$ cat config.mk
export PLATFORM = sky130hd
export DESIGN_NAME = fcss_div
export DESIGN_NICKNAME = d
export VERILOG_FILES = /design/src/rtl/fcss_pkg.sv /design/src/rtl/fcss_div.sv
export SDC_FILE = /design/constraint.sdc
export NUM_CORES = 1
export LEC_CHECK = 0
export BUFFER_PORTS_ARGS = -buffer_cell sky130_fd_sc_hd__buf_4
export CAP_MARGIN = 40
export CORE_MARGIN = 3
export CORE_UTILIZATION = 62
export CTS_CLUSTER_SIZE = 30
export DETAILED_ROUTE_END_ITERATION = 10
export GPL_ROUTABILITY_DRIVEN = 0
export HOLD_SLACK_MARGIN = 0.1
export PLACE_DENSITY = 0.86
export SYNTH_ARGS = -nofsm -noshare
export SYNTH_HDL_FRONTEND = slang
export SYNTH_SLANG_ARGS = --single-unit
export TNS_END_PERCENT = 5
$ cat constraint.sdc
create_clock -name clk -period 4.8 [get_ports clk]
set_input_delay 0.48 -clock clk [delete_from_list [all_inputs] [get_ports clk]]
set_output_delay 0.48 -clock clk [all_outputs]
set_load 0.01 [all_outputs]
$ cat src/rtl/fcss_pkg.sv
package fcss_pkg;

	localparam int COORD_BITS = 16;
	localparam int FRAC_BITS  = 16;
	localparam int IDX_W      = 8;
	localparam int CNT_W      = 9;
	localparam int DIFF_W     = COORD_BITS + 1;
	localparam int PROD_W     = 2 * DIFF_W;
	localparam int CROSS_W    = PROD_W + 1;
	localparam int STEP_W     = $clog2(FRAC_BITS);
	localparam int PADDR_W    = 3;

	// register byte addresses
	localparam logic [PADDR_W-1:0] REG_EDGE_COUNT = 3'd0;

	typedef struct packed {
		logic                         req_type;
		logic [IDX_W-1:0]             entry_index;
		logic signed [COORD_BITS-1:0] start_x;
		logic signed [COORD_BITS-1:0] start_y;
		logic signed [COORD_BITS-1:0] end_x;
		logic signed [COORD_BITS-1:0] end_y;
		logic                         skip_enable;
		logic [IDX_W-1:0]             skip_index;
	} fcss_in_t;

	typedef struct packed {
		logic                         found;
		logic [IDX_W-1:0]             hit_index;
		logic [FRAC_BITS-1:0]         t_frac;
		logic [FRAC_BITS-1:0]         u_frac;
		logic signed [COORD_BITS-1:0] cross_x;
		logic signed [COORD_BITS-1:0] cross_y;
	} fcss_out_t;

	typedef enum logic [2:0] {
		ST_IDLE,
		ST_SCAN,
		ST_HIT,
		ST_DIV_T,
		ST_DIV_U,
		ST_MUL,
		ST_FIN
	} fcss_state_t;

	localparam logic REQ_LOAD  = 1'b0;
	localparam logic REQ_QUERY = 1'b1;

endpackage

$ cat src/rtl/fcss_div.sv
module fcss_div
	import fcss_pkg::*;
(
	input  logic              clk,
	input  logic              arst_n,
	input  logic              start,
	input  logic [PROD_W-1:0] num,
	input  logic [PROD_W-1:0] den,
	output logic              done,
	output logic [FRAC_BITS-1:0] quot
);

	logic              busy_q;
	logic [STEP_W-1:0] step_q;
	logic [PROD_W:0]   rem_q;
	logic [PROD_W:0]   den_q;
	logic [PROD_W:0]   rem_sh;
	logic              ge;

	// one restoring step: shift, compare, subtract
	assign rem_sh = {rem_q[PROD_W-1:0], 1'b0};
	assign ge     = rem_sh >= den_q;

	always_ff @(posedge clk or negedge arst_n) begin
		if (!arst_n) begin
			busy_q <= 1'b0;
			done   <= 1'b0;
			step_q <= '0;
		end else begin
			done <= 1'b0;
			if (start) begin
				busy_q <= 1'b1;
				step_q <= '0;
			end else if (busy_q) begin
				step_q <= step_q + 1'b1;
				if (step_q == STEP_W'(FRAC_BITS - 1)) begin
					busy_q <= 1'b0;
					done   <= 1'b1;
				end
			end
		end
	end

	// advance the remainder and quotient
	always_ff @(posedge clk) begin
		if (start) begin
			rem_q <= {1'b0, num};
			den_q <= {1'b0, den};
			quot  <= '0;
		end else if (busy_q) begin
			rem_q <= ge ? (rem_sh - den_q) : rem_sh;
			quot  <= {quot[FRAC_BITS-2:0], ge};
		end
	end

endmodule

Yosys cells after proc, flatten, opt, wreduce, memory -nomap -nowiden:

Cells that the tools add are included.

* bits in registers: 90
* input port bits: 71
* output and inout bits: 17
* word-level logic and storage cells: 22

* $add $sub $neg: 2
* $lt $le $gt $ge: 1
* eq/ne operators: 1
* mux-type cells: 11
* reduce and logical (&&, ||, !) cells: 1

Operator list (count)
* two-way mux 34 bit: 3
* greater-or-equal comparator 35 x 34 -> 1 bit: 1
* subtractor 34 bit: 1
* two-way mux 4 bit: 2
* two-way mux 1 bit: 6
* adder 4 x 1 -> 4 bit (second input constant): 1
* == test 4 bit (second input constant): 1
* nonzero test 2 bit: 1

Depth between registers and ports, before layout:

Gate-level depths: netlist (run 1).

* word-level depth: 4
* mapped depth: 14
* mapped depth without buffers: 11

Worst setup path after synthesis (run 1):

No wires, ideal clock.

* path type: register to register
* start: register rem_q[0]
* end: register rem_q[19], data pin
* setup time: 0.260 ns
* arrival: 2.806 ns
* data required time: 4.540 ns
* slack: 1.734 ns
* stages on the path, launching flop included: 12
* path buffers: 1
* clock period less this slack: 3.066 ns
* cell sequence: edfxtp_1 > ha_1 > nor2b_1 > o31a_2 > o21ai_2 > o221a_4 > or4_4 > nand3_4 > a31oi_4 > buf_6 > mux2_1 > mux2_2

* cells in the longest elaborated chain, start to end: 4
* elaborated cells on any way between the ends: 5
* classes of those cells: add/sub: 1; order compare: 1; mux: 3

Ends and longest elaborated chain
* start: declaration: line fcss_div.sv:15 `logic [PROD_W:0] rem_q;`
* start signal: assignment: line fcss_div.sv:47 `rem_q <= {1'b0, num};`
* start signal: assignment: line fcss_div.sv:51 `rem_q <= ge ? (rem_sh - den_q) : rem_sh;`
* subtractor 34 bit or greater-or-equal comparator 35 x 34 -> 1 bit (tied branches): line fcss_div.sv:51, fcss_div.sv:22
* two-way mux 34 bit (*): line fcss_div.sv:51
* two-way mux 34 bit (*): line fcss_div.sv:50 `end else if (busy_q) begin`
* two-way mux 34 bit (*): line fcss_div.sv:46 `if (start) begin`

Mark *: on every way between the ends. The rest lies on a longest branch, timed or not. The select of a mux whose other input is x is not followed.
A chain may end at the register's enable or synchronous reset.

Final worst setup path (run 1):

* start: register rem_q[26]
* end: register rem_q[19], data pin

* cells in the longest elaborated chain, start to end: 4

Ends and longest elaborated chain
* greater-or-equal comparator 35 x 34 -> 1 bit: line fcss_div.sv:22 `assign ge = rem_sh >= den_q;`
* two-way mux 34 bit: line fcss_div.sv:51
* two-way mux 34 bit: line fcss_div.sv:50
* two-way mux 34 bit: line fcss_div.sv:46

No other way between the ends. The select of a mux whose other input is x is not followed.

==> results of run 1 <==
[per-stage QoR]
step | hold WS [ns] | std cells
floorplan | 0.184 | 521
global placement | 0.288 | 695
detailed placement | 0.291 | 697
CTS | 0.262 | 714
global route | 0.251 | 714
finish | 0.272 | 714
[state kept, by name (all words and copies together), names as in the netlist]
register	flops
busy_q	1
den_q	34
done	1
quot	16
rem_q	34
step_q	4
[critical path: stages, from the launching register on]
cell and delay (ns):
edfxtp_1 0.43, ha_1 0.43, and3_1 0.24, nand2_1 0.08
or4_1 0.16, and4bb_1 0.20, a2111oi_2 0.47, o21ai_2 0.13
a31oi_4 0.17, buf_4 0.33, mux2_1 0.36, mux2_2 0.26
[cell type report]
| cell class | instances | area, um2 | area share [%] |
|---|---|---|---|
| Clock buffer | 9 | 124 | 1.87 |
| Tap cell | 108 | 135 | 2.04 |
| Multi-Input combinational cell | 368 | 2890 | 43.5 |
| Inverter | 39 | 146 | 2.21 |
| Sequential cell | 90 | 2510 | 37.8 |
| Clock inverter | 7 | 92.6 | 1.39 |
| Timing Repair Buffer | 93 | 741 | 11.2 |
[metal layers]
metal / vias up / part of all wire, % / track usage [%]
met2: 121 / 52 / 43.7
met3: 20 / 5.2 / 4.75
li1: 2066 / - / -
met1: 2029 / 41 / 29.3
met4: 0 / 1.5 / 6.65
met5: - / 0 / 0
[power breakdown]
group	switching (W)	internal, W
clock	0.000312	0.000257
sequential	0.000104	0.00107
combinational	0.00114	0.00111
[repair_timing]
item | in CTS | in global routing
hold buffers | 1 | 0
setup buffers | 0 | 0
endpoints found under the hold margin | 6 | 0
resized for setup | 0 | 0
[final timing paths]
check,to,from,slack (ns)
setup / recovery,rem_q[19]$_DFFE_PP_,rem_q[26]$_DFFE_PP_,1.28
hold / removal,den_q[2]$_DFFE_PP_,den[2],0.27
setup reg to reg,rem_q[19]$_DFFE_PP_,rem_q[26]$_DFFE_PP_,1.28
hold reg to reg,quot[13]$_SDFFE_PP0P_,quot[13]$_SDFFE_PP0P_,0.54
max in group asynchronous,step_q[2]$_DFFE_PN0P_,arst_n,4.26
min in group asynchronous,step_q[0]$_DFFE_PN0P_,arst_n,0.42
[cell families after synthesis]
kind of cell	synth area share, %
buf+inv	4.64
compound gates	15.2
simple gates	10.4
fa+ha+maj	8.09
mux	12.2
flops	44.4
xor+xnor	5.10
[cell usage in the layout, fill, tap and decap left out, drive strengths merged, types with 2 or more instances in the layout]
cell type   n
xnor2      15
a31oi       6
nand2b      3
clkbuf      9
nand2      26
a21oi      37
nor3        4
o211ai      2
nor3b       2
o31a        2
a21boi      2
o21bai      2
o31ai       3
o21ai      20
mux2       36
and3b       3
dfrtp       6
nor2b       7
xor2       18
nand3       9
buf        92
mux2i      22
a211oi      3
a21o       19
a211o       2
dfxtp      16
nand4       8
or4         2
o21a        6
or2         3
inv        44
o211a       2
a2111oi     3
and3        5
ha         35
edfxtp     68
nor2       41
a221o       4
==> flow_summary.json, run 1 <==
{
  "clkSinkCount": 90,
  "fin_crit_ns": 3.52,
  "synth_cell_types": 66,
  "io_pins": 88,
  "hold_viol": 0,
  "die_y_um": 102,
  "htreeDepth": 3,
  "start_util_pct": 64.3,
  "cts_buffers": 9,
  "synth_edf_count": 68,
  "cp_max_fo": 19,
  "grt_pass1_wl_mm": 19.8,
  "firstDrtPassIters": 5,
  "area_delta_synth_final_pct": 17.2,
  "worstSetupPathType": "reg2reg",
  "setup_viol": 0,
  "num_vias": 4236,
  "yosysWarnings": 0,
  "num_antenna_cells": 0,
  "die_w_um": 102,
  "via_per_inst": 5.93,
  "drc_errors": 0,
  "clockBufferDepth": 2,
  "yosys-top-cells-area": "edfxtp_1, ha_1, dfxtp_1",
  "synth_cells": 521,
  "yosysMostFrequentCell": "edfxtp_1",
  "die_area_mm2": 0.0103,
  "maxSlewViolCount": 0,
  "worstRegToRegCells": 11,
  "tritoncts": "done",
  "cts-root-buf": "clkbuf_8",
  "routedWlPerCell_um": 17.0,
  "synth.avg_cell_area_um2": 10.9,
  "final_util_pct": 75.4,
  "total_power_w": 0.00399,
  "routed_wl_mm": 12.1,
  "ys_seq_area_share_pct": 44.4,
  "arrival_ns": 3.65,
  "rows": 34,
  "slew_headroom_pct": 52.8,
  "async_reset_ff_share_pct": 6.67,
  "place_ws_ns": 1.35,
  "rsz0062_at_grt": "no",
  "startpoint_type": "register",
  "fmax_mhz": 284,
  "grt_overflow": 0,
  "hpwlAfterDp_mm": 8.75,
  "fillers": 602,
  "synth_top_area_share_pct": 36.1,
  "drv_cap": 0,
  "powerDensity_mw_per_mm2": 602,
  "peakVddDrop_mv": 0.319,
  "grt_use_total_pct": 24.2,
  "syn_area_mm2": 0.00566,
  "hp-class": "in2reg",
  "required_ns": 4.93,
  "min_delay_path_depth": 1,
  "worstMarginPinSlew_ns": 0.707,
  "worstSkewPairLatency_ns": 0.38,
  "core-area_mm2": 0.00881,
  "final_area_mm2": 0.00664,
  "fin_nets": 708,
  "yosys_most_used_dff": "edfxtp_1",
  "place_area_mm2": 0.00641,
  "fin_skew_ns": 0.0131,
  "synth-seq-cells": 90,
  "first_global_vias": 4350,
  "synth_top_cell_by_area": "edfxtp_1",
  "end_kind": "register",
  "p_leak_nw": 3.07,
  "outcome": "finished, final reports clean",
  "clk_pin_slew_ns": 0.11,
  "synth_fp_nets": 628,
  "grt_antenna_before_repair": 0,
  "fin_tns_setup_ns": 0,
  "port-buffer-count": 87,
  "finalCritPeriodShare_pct": 73.3,
  "ant_nets": 0,
  "drive_gt1_share_pct": 25.6,
  "dr.first_iter.drc_count": 194,
  "setup_slack_ns": 1.28,
  "synth_commonest_cells": "edfxtp_1, nor2_1, inv_1",
  "grt_max_degree": 69
}
(Power assumes the default switching activity.)
==> inputs of run 2 (changes only) <==
--- a/config.mk
+++ b/config.mk
@@ -8,12 +8,12 @@
 export BUFFER_PORTS_ARGS = -buffer_cell sky130_fd_sc_hd__buf_4
 export CAP_MARGIN = 40
 export CORE_MARGIN = 3
-export CORE_UTILIZATION = 62
+export CORE_UTILIZATION = 58
 export CTS_CLUSTER_SIZE = 30
 export DETAILED_ROUTE_END_ITERATION = 10
 export GPL_ROUTABILITY_DRIVEN = 0
 export HOLD_SLACK_MARGIN = 0.1
-export PLACE_DENSITY = 0.86
+export PLACE_DENSITY = 0.81
 export SYNTH_ARGS = -nofsm -noshare
 export SYNTH_HDL_FRONTEND = slang
 export SYNTH_SLANG_ARGS = --single-unit
==> constraint.sdc (replaced) <==
create_clock -name clk -period 3.6 [get_ports clk]
set_input_delay 0.36 -clock clk [delete_from_list [all_inputs] [get_ports clk]]
set_output_delay 0.36 -clock clk [all_outputs]
set_load 0.01 [all_outputs]
==> flow_summary.json, run 2 (synthesis gave the netlist of run 1 again) <==
{
  "num_vias": 4183,
  "fmax_mhz": 298,
  "rsz0062_at_grt": "no",
  "slew_headroom_pct": 41.0,
  "first_global_vias": 4269,
  "met3_length_um": 575,
  "ant_nets": 0,
  "routed_wl_mm": 11.6,
  "setup_viol": 0,
  "clkSinkCount": 90,
  "grt_overflow": 0,
  "grt_max_degree": 58,
  "htreeDepth": 3,
  "grt_antenna_before_repair": 0,
  "drv_cap": 0,
  "finalCritPeriodShare_pct": 93.1,
  "core-area_mm2": 0.00937,
  "fin_skew_ns": 0.00720,
  "outcome": "finished, final reports clean",
  "clockBufferDepth": 2,
  "final_util_pct": 70.6,
  "area_delta_synth_final_pct": 16.9,
  "die_y_um": 105,
  "hp-class": "in2reg",
  "grt_use_total_pct": 21.7,
  "required_ns": 3.72,
  "worstSkewPairLatency_ns": 0.36,
  "fin_crit_ns": 3.35,
  "drc_errors": 0,
  "instances_no_fill": 735,
  "dr.max_layer_used": "met4",
  "powerDensity_mw_per_mm2": 792,
  "arrival_ns": 3.47,
  "rows": 35,
  "final_common_cell": "buf_4",
  "fillers": 734,
  "firstDrtPassIters": 5,
  "routedWlPerCell_um": 15.7,
  "placed_cells": 718,
  "port-buffer-count": 87,
  "cp_max_fo": 22,
  "die_w_um": 105,
  "fin_tns_setup_ns": 0,
  "io_pins": 88,
  "p_leak_nw": 3.05,
  "startpoint_type": "register",
  "clk_pin_slew_ns": 0.09,
  "die_area_mm2": 0.0110,
  "worstMarginPinSlew_ns": 0.886,
  "peakVddDrop_mv": 0.403,
  "worstSetupPathType": "reg2reg",
  "fin_nets": 708,
  "cts-root-buf": "clkbuf_8",
  "dr.first_iter.drc_count": 186,
  "maxSlewViolCount": 0,
  "hpwlAfterDp_mm": 8.58,
  "reg.largest.list": "den_q: 34 flops, rem_q: 34 flops, quot: 16 flops",
  "start_util_pct": 60.4,
  "mostFrequentLayoutCells": "buf_4, edfxtp_1, nor2_1",
  "wl_met2_mm": 5.88,
  "drive_gt1_share_pct": 25.2,
  "via_per_inst": 5.69,
  "cts_buffers": 9,
  "drt-met1-wl_mm": 4.95,
  "hold_viol": 0,
  "grt_pass1_wl_mm": 19.6,
  "tritoncts": "done",
  "end_kind": "register",
  "num_antenna_cells": 0
}
## run 2: changes by cell type in the layout (fill, tap and decap cells not counted), sizes merged
cell	previous run	this run
clkbuf	9	12
inv	44	42
bufinv	1	0
## run 2: timing repair
| action | CTS | global route |
|---|---|---|
| buffers inserted | 0 | 0 |
| resized for setup | 0 | 0 |
| hold buffers | 1 | 0 |
| endpoints found under the hold margin | 6 | 0 |
## run 2: routing by layer
layer / vias to the layer above / track usage (%)
met1: 1987 / 26.8
met5: - / 0
li1: 2071 / -
met4: 0 / 7.03
met3: 10 / 4.82
met2: 115 / 37.8
## run 2: stage by stage
step                area, um2  power [W]  hold slack, ns  setup slack [ns]
floorplan                5660    0.00395          0.0644             0.534
global placement         6420    0.00446           0.167             0.397
detailed placement       6420    0.00456           0.172             0.300
CTS                      6620    0.00525           0.144             0.266
global route             6620    0.00562           0.140            0.0119
finish                   6620    0.00524           0.165             0.249
## run 2: path summary, 6_finish.rpt
kind / end / startpoint / depth (start not counted) / slack [ns]
max: rem_q[27]$_DFFE_PP_ / rem_q[21]$_DFFE_PP_ / 11 / 0.25
min: den_q[10]$_DFFE_PP_ / den[10] / 1 / 0.17
max reg2reg: rem_q[27]$_DFFE_PP_ / rem_q[21]$_DFFE_PP_ / 11 / 0.25
min reg2reg: quot[15]$_SDFFE_PP0P_ / quot[15]$_SDFFE_PP0P_ / 2 / 0.53
max in group asynchronous: step_q[2]$_DFFE_PN0P_ / arst_n / 2 / 3.15
min in group asynchronous: done$_DFF_PN0_ / arst_n / 2 / 0.33
## run 2: report_power, final
group          leakage, nW  internal [W]  switching (W)  total [W]
Clock               0.0970      0.000299       0.000370   0.000669
Sequential           0.902       0.00143       0.000141    0.00157
Combinational         2.05       0.00151        0.00148    0.00300
Total                 3.05       0.00325        0.00200    0.00524
## run 2: critical path, cell delays in order (launching register included)
cell	delay [ns]
edfxtp_1	0.40
ha_1	0.40
and3_1	0.26
nand2_1	0.08
or4_1	0.17
and4bb_1	0.22
a2111oi_2	0.43
o21ai_2	0.12
a31oi_4	0.23
buf_12	0.22
mux2_4	0.31
mux2_2	0.26
## run 2: layout make-up
type | count | area, um2 | share of cell area, %
Sequential cell | 90 | 2510 | 38.0
Clock buffer | 12 | 156 | 2.36
Inverter | 39 | 146 | 2.21
Tap cell | 129 | 161 | 2.44
Multi-Input combinational cell | 368 | 2890 | 43.6
Clock inverter | 4 | 30.0 | 0.454
Timing Repair Buffer | 93 | 726 | 11.0
